## config.mk

```make
export PLATFORM = sky130hd
export DESIGN_NAME = battery_level_monitor
export DESIGN_NICKNAME = d
export VERILOG_FILES = /design/src/hdl/blm_pkg.sv /design/src/hdl/battery_level_monitor.sv /design/src/hdl/blm_divider.sv /design/src/hdl/blm_datapath.sv /design/src/hdl/blm_ctrl.sv /design/src/hdl/blm_cfg_regs.sv
export SDC_FILE = /design/constraint.sdc
export NUM_CORES = 1
export LEC_CHECK = 0
export BUFFER_PORTS_ARGS = -buffer_cell sky130_fd_sc_hd__buf_2
export CAP_MARGIN = 20
export CORE_MARGIN = 2
export CORE_UTILIZATION = 35
export CTS_CLUSTER_SIZE = 14
export DETAILED_ROUTE_END_ITERATION = 12
export PLACE_DENSITY_LB_ADDON = 0.3
export SYNTH_ARGS = -nofsm -noshare
export SYNTH_HDL_FRONTEND = slang
export SYNTH_SLANG_ARGS = --single-unit
```

## constraint.sdc

```tcl
create_clock -name clk -period 5.7 [get_ports clk]
set_clock_uncertainty 0.2 [all_clocks]
set_input_delay 1.14 -clock clk [delete_from_list [all_inputs] [get_ports clk]]
set_output_delay 1.14 -clock clk [all_outputs]
set_load 0.03 [all_outputs]
```

## src/hdl/blm_pkg.sv

```systemverilog
// blm_pkg: shared constants, register codes and control structs of the battery gauge
// used by every module of battery_level_monitor; depends on nothing

package blm_pkg;

  // averaging window
  localparam int WINDOW_LEN = 16;
  localparam int SLOT_W     = (WINDOW_LEN > 1) ? $clog2(WINDOW_LEN) : 1;
  localparam int CNT_W      = $clog2(WINDOW_LEN + 1);

  // field widths
  localparam int CODE_W = 10;
  localparam int GAIN_W = 16;
  localparam int MV_W   = 14;
  localparam int PCT_W  = 7;
  localparam int DUR_W  = 32;

  // gain is in 1/256 mV per count
  localparam int GAIN_FRAC = 8;
  localparam int SCALE_W   = CODE_W + GAIN_W;

  localparam logic [MV_W-1:0] MV_MAX = {MV_W{1'b1}};

  // running sum of the window
  localparam int SUM_W = MV_W + SLOT_W;

  // capacity scaling
  localparam logic [PCT_W-1:0] PCT_SCALE = 7'd100;
  localparam logic [PCT_W-1:0] PCT_MAX   = 7'd100;
  localparam logic [PCT_W-1:0] PCT_MIN   = 7'd5;
  localparam int PROD_W = MV_W + PCT_W;

  // shared divider
  localparam int DVD_W     = (SUM_W > PROD_W) ? SUM_W : PROD_W;
  localparam int DVS_W     = MV_W;
  localparam int DIV_CNT_W = $clog2(DVD_W + 1);

  // register port
  localparam int ADDR_W = 4;
  localparam int DATA_W = 32;

  typedef enum logic [1:0] {
    REG_VOLT_GAIN   = 2'd0,
    REG_EMPTY_MV    = 2'd1,
    REG_FULL_MV     = 2'd2,
    REG_CRITICAL_MV = 2'd3
  } reg_idx_t;

  localparam logic [GAIN_W-1:0] VOLT_GAIN_RST   = 16'd1189;
  localparam logic [MV_W-1:0]   EMPTY_MV_RST    = 14'd2200;
  localparam logic [MV_W-1:0]   FULL_MV_RST     = 14'd3000;
  localparam logic [MV_W-1:0]   CRITICAL_MV_RST = 14'd2100;

  typedef struct packed {
    logic [GAIN_W-1:0] volt_gain;
    logic [MV_W-1:0]   empty_mv;
    logic [MV_W-1:0]   full_mv;
    logic [MV_W-1:0]   critical_mv;
  } cfg_t;

  // commands from the controller to the datapath
  typedef struct packed {
    logic load_in;
    logic scale;
    logic update;
    logic div_mean_start;
    logic mean_capture;
    logic cap_prep;
    logic div_cap_start;
    logic finish;
  } dp_cmd_t;

  // status from the datapath to the controller
  typedef struct packed {
    logic div_done;
  } dp_status_t;

endpackage

```

## src/hdl/battery_level_monitor.sv

```systemverilog
// battery_level_monitor: top level of the moving-average battery gauge
// depends on blm_pkg, blm_cfg_regs, blm_ctrl, blm_datapath, blm_divider
//
//   channel   direction  handshake                 payload
//   config    in         apb psel/penable/pready   paddr, pwdata, prdata
//   measure   in         in_valid / in_stall       adc_code
//   result    out        out_valid / out_stall     voltage_mv, average_mv, capacity_pct,
//                                                  battery_alarm, alarm_duration
//
// one request at a time: each passes twice through the shared 21-step divider (mean,
// then capacity) between the sequencing states, and the next request is taken in the
// cycle that its result first shows as valid
// a finished result sits in the output registers, so the next request is taken
// while it waits; a stalled result only holds back the end of the next request
// synchronous reset clears the window, alarm and counter; ring contents stay
// unknown until written and are never read before that

module battery_level_monitor (
  input  logic                        clk,
  input  logic                        rst,
  input  logic                        psel,
  input  logic                        penable,
  input  logic                        pwrite,
  input  logic [blm_pkg::ADDR_W-1:0]  paddr,
  input  logic [blm_pkg::DATA_W-1:0]  pwdata,
  output logic [blm_pkg::DATA_W-1:0]  prdata,
  output logic                        pready,
  input  logic                        in_valid,
  output logic                        in_stall,
  input  logic [blm_pkg::CODE_W-1:0]  adc_code,
  output logic                        out_valid,
  input  logic                        out_stall,
  output logic [blm_pkg::MV_W-1:0]    voltage_mv,
  output logic [blm_pkg::MV_W-1:0]    average_mv,
  output logic [blm_pkg::PCT_W-1:0]   capacity_pct,
  output logic                        battery_alarm,
  output logic [blm_pkg::DUR_W-1:0]   alarm_duration
);

  blm_pkg::cfg_t       cfg;
  blm_pkg::dp_cmd_t    cmd;
  blm_pkg::dp_status_t status;

  blm_cfg_regs u_regs (
    .clk     (clk),
    .rst     (rst),
    .psel    (psel),
    .penable (penable),
    .pwrite  (pwrite),
    .paddr   (paddr),
    .pwdata  (pwdata),
    .prdata  (prdata),
    .pready  (pready),
    .cfg     (cfg)
  );

  blm_ctrl u_ctrl (
    .clk       (clk),
    .rst       (rst),
    .in_valid  (in_valid),
    .in_stall  (in_stall),
    .out_valid (out_valid),
    .out_stall (out_stall),
    .status    (status),
    .cmd       (cmd)
  );

  blm_datapath u_dp (
    .clk            (clk),
    .rst            (rst),
    .cfg            (cfg),
    .cmd            (cmd),
    .status         (status),
    .adc_code       (adc_code),
    .voltage_mv     (voltage_mv),
    .average_mv     (average_mv),
    .capacity_pct   (capacity_pct),
    .battery_alarm  (battery_alarm),
    .alarm_duration (alarm_duration)
  );

endmodule

```

## src/hdl/blm_divider.sv

```systemverilog
// blm_divider: restoring divider, one quotient bit per cycle
// depends on blm_pkg

module blm_divider (
  input  logic                       clk,
  input  logic                       rst,
  input  logic                       start,
  input  logic [blm_pkg::DVD_W-1:0]  dividend,
  input  logic [blm_pkg::DVS_W-1:0]  divisor,
  output logic                       done,
  output logic [blm_pkg::DVD_W-1:0]  quotient
);

  logic                          busy;
  logic [blm_pkg::DIV_CNT_W-1:0] steps;
  logic [blm_pkg::DVS_W-1:0]     dvs;
  logic [blm_pkg::DVS_W-1:0]     rem;
  logic [blm_pkg::DVD_W-1:0]     shreg;

  logic [blm_pkg::DVS_W:0] rem_shift;
  logic [blm_pkg::DVS_W:0] trial;

  // trial subtraction of the divisor from the shifted remainder
  assign rem_shift = {rem, shreg[blm_pkg::DVD_W-1]};
  assign trial     = rem_shift - {1'b0, dvs};

  // control state
  always_ff @(posedge clk) begin
    if (rst) begin
      busy  <= 1'b0;
      steps <= '0;
      done  <= 1'b0;
    end else begin
      done <= 1'b0;
      if (start) begin
        busy  <= 1'b1;
        steps <= blm_pkg::DIV_CNT_W'(blm_pkg::DVD_W);
      end else if (busy) begin
        steps <= steps - 1'b1;
        if (steps == blm_pkg::DIV_CNT_W'(1)) begin
          busy <= 1'b0;
          done <= 1'b1;
        end
      end
    end
  end

  // remainder and dividend/quotient shift register
  always_ff @(posedge clk) begin
    if (start) begin
      dvs   <= divisor;
      rem   <= '0;
      shreg <= dividend;
    end else if (busy) begin
      if (!trial[blm_pkg::DVS_W]) begin
        rem   <= trial[blm_pkg::DVS_W-1:0];
        shreg <= {shreg[blm_pkg::DVD_W-2:0], 1'b1};
      end else begin
        rem   <= rem_shift[blm_pkg::DVS_W-1:0];
        shreg <= {shreg[blm_pkg::DVD_W-2:0], 1'b0};
      end
    end
  end

  assign quotient = shreg;

endmodule

```

## src/hdl/blm_datapath.sv

```systemverilog
// blm_datapath: scaling, reading window, mean and capacity math, alarm and result registers
// depends on blm_pkg and blm_divider

module blm_datapath (
  input  logic                        clk,
  input  logic                        rst,
  input  blm_pkg::cfg_t               cfg,
  input  blm_pkg::dp_cmd_t            cmd,
  output blm_pkg::dp_status_t         status,
  input  logic [blm_pkg::CODE_W-1:0]  adc_code,
  output logic [blm_pkg::MV_W-1:0]    voltage_mv,
  output logic [blm_pkg::MV_W-1:0]    average_mv,
  output logic [blm_pkg::PCT_W-1:0]   capacity_pct,
  output logic                        battery_alarm,
  output logic [blm_pkg::DUR_W-1:0]   alarm_duration
);

  // request payload and intermediate values
  logic [blm_pkg::CODE_W-1:0] code_q;
  logic [blm_pkg::MV_W-1:0]   mv_q;
  logic [blm_pkg::MV_W-1:0]   mean_q;
  logic [blm_pkg::PROD_W-1:0] cap_prod;
  logic [blm_pkg::MV_W-1:0]   span;
  logic                       span_degen;
  logic                       mean_below;

  // window state
  logic [blm_pkg::MV_W-1:0]   ring [blm_pkg::WINDOW_LEN];
  logic [blm_pkg::SUM_W-1:0]  reading_sum;
  logic [blm_pkg::CNT_W-1:0]  reading_count;
  logic [blm_pkg::SLOT_W-1:0] write_slot;

  // alarm state
  logic                      alarm_latched;
  logic [blm_pkg::DUR_W-1:0] alarm_counter;

  logic [blm_pkg::SCALE_W-1:0]                    scale_prod;
  logic [blm_pkg::SCALE_W-blm_pkg::GAIN_FRAC-1:0] scale_mv;
  logic                                           window_full;
  logic [blm_pkg::SUM_W-1:0]                      sum_drop;
  logic [blm_pkg::SUM_W-1:0]                      reading_sum_next;
  logic [blm_pkg::SLOT_W-1:0]                     write_slot_next;
  logic [blm_pkg::DVD_W-1:0]                      div_dividend;
  logic [blm_pkg::DVS_W-1:0]                      div_divisor;
  logic                                           div_start;
  logic                                           div_done;
  logic [blm_pkg::DVD_W-1:0]                      div_quotient;
  logic [blm_pkg::PCT_W-1:0]                      pct;
  logic                                           alarm_latched_next;
  logic [blm_pkg::DUR_W-1:0]                      alarm_counter_next;

  // code times gain, fraction dropped
  assign scale_prod = blm_pkg::SCALE_W'(code_q) * blm_pkg::SCALE_W'(cfg.volt_gain);
  assign scale_mv   = scale_prod[blm_pkg::SCALE_W-1:blm_pkg::GAIN_FRAC];

  // window update: a full window drops the reading being overwritten
  assign window_full      = (reading_count >= blm_pkg::CNT_W'(blm_pkg::WINDOW_LEN));
  assign sum_drop         = window_full ? blm_pkg::SUM_W'(ring[write_slot]) : '0;
  assign reading_sum_next = reading_sum - sum_drop + blm_pkg::SUM_W'(mv_q);
  assign write_slot_next  = (write_slot == blm_pkg::SLOT_W'(blm_pkg::WINDOW_LEN - 1))
                            ? '0 : write_slot + 1'b1;

  // shared divider operands
  assign div_start    = cmd.div_mean_start | cmd.div_cap_start;
  assign div_dividend = cmd.div_mean_start ? blm_pkg::DVD_W'(reading_sum)
                                           : blm_pkg::DVD_W'(cap_prod);
  assign div_divisor  = cmd.div_mean_start ? blm_pkg::DVS_W'(reading_count) : span;

  blm_divider u_div (
    .clk      (clk),
    .rst      (rst),
    .start    (div_start),
    .dividend (div_dividend),
    .divisor  (div_divisor),
    .done     (div_done),
    .quotient (div_quotient)
  );

  assign status.div_done = div_done;

  // capacity from the second quotient, with the span and clamp cases
  always_comb begin
    if (span_degen) begin
      pct = blm_pkg::PCT_MAX;
    end else if (mean_below) begin
      pct = blm_pkg::PCT_MIN;
    end else if (div_quotient > blm_pkg::DVD_W'(blm_pkg::PCT_MAX)) begin
      pct = blm_pkg::PCT_MAX;
    end else if (div_quotient < blm_pkg::DVD_W'(blm_pkg::PCT_MIN)) begin
      pct = blm_pkg::PCT_MIN;
    end else begin
      pct = div_quotient[blm_pkg::PCT_W-1:0];
    end
  end

  // alarm latches on a low mean; the counter runs while latched and saturates
  always_comb begin
    alarm_latched_next = alarm_latched | (mean_q < cfg.critical_mv);
    if (!alarm_latched_next) begin
      alarm_counter_next = '0;
    end else if (&alarm_counter) begin
      alarm_counter_next = alarm_counter;
    end else begin
      alarm_counter_next = alarm_counter + 1'b1;
    end
  end

  // control state: window bookkeeping and alarm
  always_ff @(posedge clk) begin
    if (rst) begin
      reading_sum   <= '0;
      reading_count <= '0;
      write_slot    <= '0;
      alarm_latched <= 1'b0;
      alarm_counter <= '0;
    end else begin
      if (cmd.update) begin
        reading_sum <= reading_sum_next;
        write_slot  <= write_slot_next;
        if (!window_full) begin
          reading_count <= reading_count + 1'b1;
        end
      end
      if (cmd.finish) begin
        alarm_latched <= alarm_latched_next;
        alarm_counter <= alarm_counter_next;
      end
    end
  end

  // payload registers
  always_ff @(posedge clk) begin
    if (cmd.load_in) begin
      code_q <= adc_code;
    end
    if (cmd.scale) begin
      mv_q <= (scale_mv > (blm_pkg::SCALE_W - blm_pkg::GAIN_FRAC)'(blm_pkg::MV_MAX))
              ? blm_pkg::MV_MAX : scale_mv[blm_pkg::MV_W-1:0];
    end
    if (cmd.update) begin
      ring[write_slot] <= mv_q;
    end
    if (cmd.mean_capture) begin
      mean_q <= (div_quotient > blm_pkg::DVD_W'(blm_pkg::MV_MAX))
                ? blm_pkg::MV_MAX : div_quotient[blm_pkg::MV_W-1:0];
    end
    if (cmd.cap_prep) begin
      span_degen <= (cfg.full_mv <= cfg.empty_mv);
      mean_below <= (mean_q <= cfg.empty_mv);
      span       <= cfg.full_mv - cfg.empty_mv;
      cap_prod   <= blm_pkg::PROD_W'(mean_q - cfg.empty_mv) *
                    blm_pkg::PROD_W'(blm_pkg::PCT_SCALE);
    end
    if (cmd.finish) begin
      voltage_mv     <= mv_q;
      average_mv     <= mean_q;
      capacity_pct   <= pct;
      battery_alarm  <= alarm_latched_next;
      alarm_duration <= alarm_counter_next;
    end
  end

endmodule

```

## src/hdl/blm_ctrl.sv

```systemverilog
// blm_ctrl: sequencer for one measurement request and the result handshake
// depends on blm_pkg

module blm_ctrl (
  input  logic                clk,
  input  logic                rst,
  input  logic                in_valid,
  output logic                in_stall,
  output logic                out_valid,
  input  logic                out_stall,
  input  blm_pkg::dp_status_t status,
  output blm_pkg::dp_cmd_t    cmd
);

  typedef enum logic [3:0] {
    ST_IDLE,
    ST_SCALE,
    ST_UPDATE,
    ST_MEAN_START,
    ST_MEAN_WAIT,
    ST_CAP_PREP,
    ST_CAP_START,
    ST_CAP_WAIT,
    ST_FINISH
  } state_t;

  state_t state;
  logic   accept;
  logic   out_free;
  logic   fire;

  assign in_stall = (state != ST_IDLE);
  assign accept   = in_valid && (state == ST_IDLE);
  assign out_free = !out_valid || !out_stall;
  assign fire     = (state == ST_FINISH) && out_free;

  // datapath commands decoded from the state
  always_comb begin
    cmd                = '0;
    cmd.load_in        = accept;
    cmd.scale          = (state == ST_SCALE);
    cmd.update         = (state == ST_UPDATE);
    cmd.div_mean_start = (state == ST_MEAN_START);
    cmd.mean_capture   = (state == ST_MEAN_WAIT) && status.div_done;
    cmd.cap_prep       = (state == ST_CAP_PREP);
    cmd.div_cap_start  = (state == ST_CAP_START);
    cmd.finish         = fire;
  end

  // state and result valid flag
  always_ff @(posedge clk) begin
    if (rst) begin
      state     <= ST_IDLE;
      out_valid <= 1'b0;
    end else begin
      if (fire) begin
        out_valid <= 1'b1;
      end else if (!out_stall) begin
        out_valid <= 1'b0;
      end
      unique case (state)
        ST_IDLE: begin
          if (in_valid) begin
            state <= ST_SCALE;
          end
        end
        ST_SCALE:      state <= ST_UPDATE;
        ST_UPDATE:     state <= ST_MEAN_START;
        ST_MEAN_START: state <= ST_MEAN_WAIT;
        ST_MEAN_WAIT: begin
          if (status.div_done) begin
            state <= ST_CAP_PREP;
          end
        end
        ST_CAP_PREP:   state <= ST_CAP_START;
        ST_CAP_START:  state <= ST_CAP_WAIT;
        ST_CAP_WAIT: begin
          if (status.div_done) begin
            state <= ST_FINISH;
          end
        end
        ST_FINISH: begin
          if (out_free) begin
            state <= ST_IDLE;
          end
        end
        default:       state <= ST_IDLE;
      endcase
    end
  end

endmodule

```

## src/hdl/blm_cfg_regs.sv

```systemverilog
// blm_cfg_regs: apb register file for gain and voltage thresholds
// depends on blm_pkg

module blm_cfg_regs (
  input  logic                        clk,
  input  logic                        rst,
  input  logic                        psel,
  input  logic                        penable,
  input  logic                        pwrite,
  input  logic [blm_pkg::ADDR_W-1:0]  paddr,
  input  logic [blm_pkg::DATA_W-1:0]  pwdata,
  output logic [blm_pkg::DATA_W-1:0]  prdata,
  output logic                        pready,
  output blm_pkg::cfg_t               cfg
);

  blm_pkg::reg_idx_t idx;
  logic              wr_en;

  assign pready = 1'b1;
  assign idx    = blm_pkg::reg_idx_t'(paddr[blm_pkg::ADDR_W-1:2]);
  assign wr_en  = psel && penable && pwrite && pready;

  // register writes, masked to each register's width
  always_ff @(posedge clk) begin
    if (rst) begin
      cfg.volt_gain   <= blm_pkg::VOLT_GAIN_RST;
      cfg.empty_mv    <= blm_pkg::EMPTY_MV_RST;
      cfg.full_mv     <= blm_pkg::FULL_MV_RST;
      cfg.critical_mv <= blm_pkg::CRITICAL_MV_RST;
    end else if (wr_en) begin
      unique case (idx)
        blm_pkg::REG_VOLT_GAIN:   cfg.volt_gain   <= pwdata[blm_pkg::GAIN_W-1:0];
        blm_pkg::REG_EMPTY_MV:    cfg.empty_mv    <= pwdata[blm_pkg::MV_W-1:0];
        blm_pkg::REG_FULL_MV:     cfg.full_mv     <= pwdata[blm_pkg::MV_W-1:0];
        blm_pkg::REG_CRITICAL_MV: cfg.critical_mv <= pwdata[blm_pkg::MV_W-1:0];
        default: ;
      endcase
    end
  end

  // read mux
  always_comb begin
    unique case (idx)
      blm_pkg::REG_VOLT_GAIN:   prdata = blm_pkg::DATA_W'(cfg.volt_gain);
      blm_pkg::REG_EMPTY_MV:    prdata = blm_pkg::DATA_W'(cfg.empty_mv);
      blm_pkg::REG_FULL_MV:     prdata = blm_pkg::DATA_W'(cfg.full_mv);
      blm_pkg::REG_CRITICAL_MV: prdata = blm_pkg::DATA_W'(cfg.critical_mv);
      default:                  prdata = '0;
    endcase
  end

endmodule

```

==> results of run 1 <==
-- cell families after synthesis --
logic type	Yosys count	share of synthesized area
AOI/OAI and AO/OA	378	0.07289
xor gates and xnor gates	109	0.03086
other	2	0.0002393
and+or+nand+nor	835	0.1314
adders and majority gates	323	0.1623
muxes	124	0.07333
buffers and inverters	412	0.05183
DFF	548	0.4772
-- sequential cells by signal, summed over array words and instances, names as in the netlist, 18 cells and up, named ones only --
name and flops:
u_regs.cfg 58, u_dp.reading_sum 18, u_dp.u_div.quotient 21, u_dp.cap_prod 19
u_dp.alarm_counter 32, u_dp.ring 224, u_dp.alarm_duration 32
-- worst paths after layout --
check                         to  slack (ns)  cells after the start
setup / recovery    u_dp.mv_q[3]       -0.27                     18
hold / removal    u_regs.cfg[10]        0.27                      2
setup reg to reg    u_dp.mv_q[3]       -0.27                     18
hold reg to reg   u_regs.cfg[10]        0.27                      2
-- area by class of cell --
cell class | instances | area [um^2] | share of cell area
Timing Repair Buffer | 299 | 2028 | 0.05499
Clock buffer | 83 | 1699 | 0.04607
Clock inverter | 31 | 452.9 | 0.01228
Multi-Input combinational cell | 1786 | 15200 | 0.4122
Tap cell | 1165 | 1458 | 0.03952
Inverter | 279 | 1050 | 0.02846
Sequential cell | 548 | 14990 | 0.4065
-- metal layers --
metal,vias to the layer above,routed length [um],global-route usage
met5,-,0,0
li1,10010,-,-
met3,69,4138,0.02434
met2,502,34380,0.2594
met1,10120,35670,0.2354
met4,0,1376,0.03968
-- cells in the final DEF (no fill, tap or decap), types with 10 or more instances in the layout --
cell type / instances
and3_1: 23
xnor2_1: 70
inv_1: 270
o21a_1: 15
nand2_1: 287
xor2_1: 35
clkbuf_8: 10
dfxtp_1: 137
nor2_1: 140
nand3_1: 34
buf_4: 165
dfxtp_2: 10
edfxtp_1: 400
nand4_1: 16
and2_1: 107
mux4_2: 84
a211o_1: 10
clkbuf_16: 61
a31oi_1: 18
buf_2: 121
fa_1: 131
o21ai_0: 84
and2_4: 11
a21o_1: 21
nand2b_1: 26
nand3b_1: 28
or3_1: 32
mux2i_1: 33
nor3_1: 41
ha_1: 174
or2_2: 17
conb_1: 17
a21oi_1: 150
clkbuf_1: 13
a211oi_1: 10
clkinv_2: 11
nor2b_1: 22
-- through the flow --
stage               setup TNS, ns  utilization  instance area [um^2]  power, uW
floorplan                 -0.5891            -                 31630       8135
global route               -4.960       0.4160                 36880      14320
CTS                        -1.924       0.4133                 36640      13530
global placement           -3.907       0.3871                 34320       9278
finish                     -2.946       0.4160                 36880      13460
detailed placement         -4.763       0.3871                 34320       9310
-- power by group through the flow --
stage                     Sequential (uW)  Combinational, uW  Clock (uW)
after floorplan                      5020               3110           0
after global placement               5230               4050           0
after detailed placement             5240               4070           0
after CTS                            5150               4140        4250
after global routing                 5190               4740        4390
final                                5140               4170        4150
-- timing repair --
item,CTS,global route
resized for setup,27,37
endpoints found under the setup margin,15,16
buffers inserted,12,9
pin swaps,16,30
-- critical path, delay by kind of cell (launching register included) --
| kind | cells | cell delay, ns |
|---|---|---|
| AOI/OAI and AO/OA | 6 | 1.46 |
| buffers and inverters | 4 | 0.43 |
| and+or+nand+nor | 2 | 0.48 |
| DFF | 1 | 0.47 |
| adders and majority gates | 6 | 2.66 |
==> metrics.md, run 1 <==
| Metric | Value |
|---|---|
| Register bit total from synthesis | `548` |
| Slew margin rel. | `0.2934` |
| TritonCTS clock tree | `built` |
| Final worst slack | `-0.2728 ns` |
| MaxCap Viol Count | `0` |
| Die area | `92070 um^2` |
| DR iter-0 viols | `1378` |
| Per-cell routed wire length | `18.03 um` |
| Slowest CP cell | `fa_1` |
| Crit path required time | `5.85 ns` |
| Clock network power share | `0.308` |
| CP cell instances | `buf_4, and2_4, fa_1, fa_1, fa_1, fa_1, inv_1, fa_1, inv_2, ha_4, a21o_1, a221o_1, a21oi_2, o211ai_1, a32o_2, o41a_1, buf_6, or3_1` |
| Violated checks | `setup timing` |
| Root Buffer | `clkbuf_16` |
| CTS Buf Count | `61` |
| Fmax | `0.1674 GHz` |
| Critical path's largest stage delay | `0.53 ns` |
| Final hold violations | `0` |
| FILL cells | `8420` |
| Critical path launch point | `u_dp.code_q[8]` |
| DRC errors left | `0` |
| Leading post-synthesis cells by cell area | `edfxtp_1 38%, dfxtp_1 9.4%, fa_1 8.9%` |
| Min Tclk post-route | `5.973 ns` |
| Min-Delay Startpoint | `u_regs.cfg[10]` |
| Reg power frac | `0.382` |
| Crit path DAT | `6.12 ns` |
| Power share of the combinational group | `0.310` |
| Clock buffer depth | `3` |
| WL final | `75570 um` |
| Final slew viol count | `0` |
| Cell Count, Final, Fillers Out | `4191` |
| Part of the cycle the worst path needs | `1.048` |
| DP Worst Slack | `-0.3722 ns` |
| Clock transition at path regs | `0.06 ns` |
| Post-synth top area share | `0.3828` |
| Initial core utilization | `0.3540` |
| Clk_lat worst skew | `0.65 ns` |
| GRT Residual Overflow | `0` |
| Post-Syn Area | `31380 um^2` |
| Inst Count DP | `4055` |
| DR pass1 iterations | `5` |
| CP Class | `register to register` |
| Syn avg cell area | `11.49 um^2` |
| Final setup vio count | `14` |
| Most common cell in the netlist | `edfxtp_1` |
| Total GRT Usage | `0.1634` |
| Commonest cells post-synth | `400 x edfxtp_1, 293 x nand2_1, 277 x inv_1, 183 x ha_1, 152 x a21oi_1` |
| Synth Flop Type | `edfxtp_1` |
| Switch share | `0.3093` |
| Power per cell area | `365.0 nW/um^2` |
| CP Launch Type | `register` |
| Routed Antenna Nets | `0` |
| Initial antenna violation count | `1` |
| N_diodes | `0` |
| Post-synth EDFFs | `400` |
| Sequential area share after synthesis | `0.4772` |
| Vias in the first global route | `20370` |
| Chip width | `303.4 um` |
| H-tree Lvls | `2` |
| Synth warnings | `0` |
| Port Buffer Count | `120` |
| Status | `finished with violations` |
| CP Capture Type | `register` |
| Area Growth Syn to Fin | `17.53%` |
| Via count | `20700` |
| Worst min path class | `register to register` |
| Die height | `303.4 um` |
| Sink Count | `548` |
| Static leakage | `0.01429 uW` |
| Net Sw Power | `4164 uW` |
| Num rows | `109` |
| Worst vdd ir | `0.0002381 V` |
| Ys async rst share | `0` |
| Cell taking the most area after synthesis | `edfxtp_1` |
| Internal power | `9298 uW` |
| Unrepaired setup endpoints after global routing | `yes` |
| Slew @ Worst Pin | `1.056 ns` |
| Pin count of the biggest net entering global routing | `112` |
| GPL Wtd Cong | `0.8425` |
| Fin nets | `3351` |
| Cts hold-fix bufs | `0` |
| Critical Path Fanout Max | `14` |
| First-pass GRT wire length | `116500 um` |
| Mapped Cells | `2731` |
| Core ar. | `88650 um^2` |
| Hpwl dp | `54450 um` |
| Hold_ws | `0.2722 ns` |
| I/O pin total | `156` |
| Vias/cell | `4.939` |
| Share of layout cells above drive strength 1 | `0.1983` |
| Reg-to-Reg Start | `u_dp.code_q[8]` |
| Unique masters post-synth | `78` |
| Most used cell, CP | `fa_1` |
Power figures use the tool's default switching activity.
==> run 2: changes to the inputs <==
--- a/config.mk
+++ b/config.mk
@@ -12,6 +12,7 @@
 export CTS_CLUSTER_SIZE = 14
 export DETAILED_ROUTE_END_ITERATION = 12
 export PLACE_DENSITY_LB_ADDON = 0.3
+export RECOVER_POWER = 25
 export SYNTH_ARGS = -nofsm -noshare
 export SYNTH_HDL_FRONTEND = slang
 export SYNTH_SLANG_ARGS = --single-unit
==> metrics.md, run 2 (synthesized netlist as in run 1, its figures left out) <==
| Metric | Value |
|---|---|
| DP Worst Slack | `-0.3722 ns` |
| Part of the cycle the worst path needs | `1.048` |
| Biggest regs | `u_dp.ring (224), u_regs.cfg (58)` |
| DRC errors left | `0` |
| Num rows | `109` |
| Internal power | `9298 uW` |
| Fin nets | `3351` |
| Most frequent cells in the layout | `400 x edfxtp_1, 287 x nand2_1, 270 x inv_1` |
| Met3 global-route usage | `0.02434` |
| CTS Buf Count | `61` |
| Worst min path class | `register to register` |
| Global route hottest layer | `met2` |
| Power per cell area | `365.2 nW/um^2` |
| Vias/cell | `4.941` |
| CP Launch Type | `register` |
| GPL Wtd Cong | `0.8425` |
| Area of the multi-input gates | `15200 um^2` |
| WL final | `75500 um` |
| Status | `finished with violations` |
| Per-cell routed wire length | `18.02 um` |
| Initial core utilization | `0.3540` |
| Clock network power share | `0.308` |
| Clk_lat worst skew | `0.65 ns` |
| Switch share | `0.3091` |
| Reg area | `14990 um^2` |
| Cts hold-fix bufs | `0` |
| H-tree Lvls | `2` |
| Fmax | `0.1674 GHz` |
| Most common library cell in the layout ignoring fill and taps | `edfxtp_1` |
| CP Class | `register to register` |
| Slew margin rel. | `0.2917` |
| Static leakage | `0.01426 uW` |
| Power share of the combinational group | `0.310` |
| Core ar. | `88650 um^2` |
| Die height | `303.4 um` |
| Hold_ws | `0.2722 ns` |
| Area Growth Syn to Fin | `17.44%` |
| Pin count of the biggest net entering global routing | `112` |
| Total GRT Usage | `0.1634` |
| Reg with most FFs | `u_dp.ring` |
| I/O pin total | `156` |
| Crit path DAT | `6.13 ns` |
| Routed Antenna Nets | `0` |
| Met1 Use GR | `0.2354` |
| Clock buffer depth | `3` |
| Net Sw Power | `4160 uW` |
| M2 GR Usage | `0.2594` |
| Sink Count | `548` |
| DR iter-0 viols | `1358` |
| Unrepaired setup endpoints after global routing | `yes` |
| Final setup vio count | `14` |
| TritonCTS clock tree | `built` |
| Worst vdd ir | `0.0002381 V` |
| Chip width | `303.4 um` |
| Via count | `20710` |
| Slew @ Worst Pin | `1.059 ns` |
| Initial antenna violation count | `1` |
| Vias in the first global route | `20370` |
| Final slew viol count | `0` |
| Root Buffer | `clkbuf_16` |
| Die area | `92070 um^2` |
| First-pass GRT wire length | `116500 um` |
| Min Tclk post-route | `5.973 ns` |
| Final worst slack | `-0.2728 ns` |
| Port Buffer Count | `120` |
| FILL cells | `8425` |
| Clock transition at path regs | `0.06 ns` |
| CP Capture Type | `register` |
| Reg power frac | `0.382` |
| Crit path required time | `5.85 ns` |
| DR pass1 iterations | `5` |
| GRT Residual Overflow | `0` |
| Critical Path Fanout Max | `14` |
| Max reg flops | `224` |
| Hpwl dp | `54450 um` |
| MaxCap Viol Count | `0` |
| Share of layout cells above drive strength 1 | `0.1960` |
| Final hold violations | `0` |
| Violated checks | `setup timing` |
| N_diodes | `0` |
run 2: changes by cell type in the layout (fill, tap and decap cells not counted), sizes merged:
cell and delta:
clkbuf +7, buf -7
run 2: power by group through the flow:
stage               clock network [uW]  logic, uW  registers, uW
global placement                     0       4050           5230
floorplan                            0       3110           5020
detailed placement                   0       4070           5240
global route                      4390       4740           5190
finish                            4150       4170           5140
CTS                               4250       4140           5150
run 2: layout make-up:
cell class | count | share of cell area
multi-input cells | 1786 | 0.4125
repair buffers | 299 | 0.05432
inverters | 279 | 0.02848
clock buffers | 83 | 0.04610
clock inverters | 31 | 0.01229
well taps | 1165 | 0.03955
flip-flops and latches | 548 | 0.4068
run 2: repair_timing:
item,CTS,global route
gates resized for setup,27,37
setup buffers,12,9
cloned,0,0
setup endpoints to repair,15,16
pin swaps,16,30
run 2: worst max-delay path: stages (launching register included):
cell	delay, ns
edfxtp_1	0.47
buf_4	0.18
and2_4	0.13
fa_1	0.53
fa_1	0.45
fa_1	0.49
fa_1	0.49
inv_1	0.05
fa_1	0.49
inv_2	0.05
ha_4	0.21
a21o_1	0.18
a221o_1	0.37
a21oi_2	0.16
o211ai_1	0.11
a32o_2	0.31
o41a_1	0.33
buf_6	0.15
or3_1	0.35
run 2: per-layer routing:
layer | wire (um) | vias up
met3 | 4260 | 69
met5 | 0 | -
met1 | 35480 | 10130
met2 | 34390 | 501
met4 | 1376 | 0
li1 | - | 10000
run 2: final timing paths:
kind | endpoint | from | slack [ns] | cells after the start
min | u_regs.cfg[10] | u_regs.cfg[10] | 0.27 | 2
min reg2reg | u_regs.cfg[10] | u_regs.cfg[10] | 0.27 | 2
max reg2reg | u_dp.mv_q[3] | u_dp.code_q[8] | -0.27 | 18
max | u_dp.mv_q[3] | u_dp.code_q[8] | -0.27 | 18
run 2: per-stage QoR:
step | util | TNS [ns] | area, um^2 | instances | total power [uW]
CTS | 0.4133 | -1.924 | 36640 | 4181 | 13530
finish | 0.4157 | -2.964 | 36850 | 4191 | 13460
detailed placement | 0.3871 | -4.763 | 34320 | 4055 | 9310
global route | 0.4157 | -4.959 | 36850 | 4191 | 14320
floorplan | - | -0.5891 | 31630 | 2746 | 8135
global placement | 0.3871 | -3.907 | 34320 | 4055 | 9278
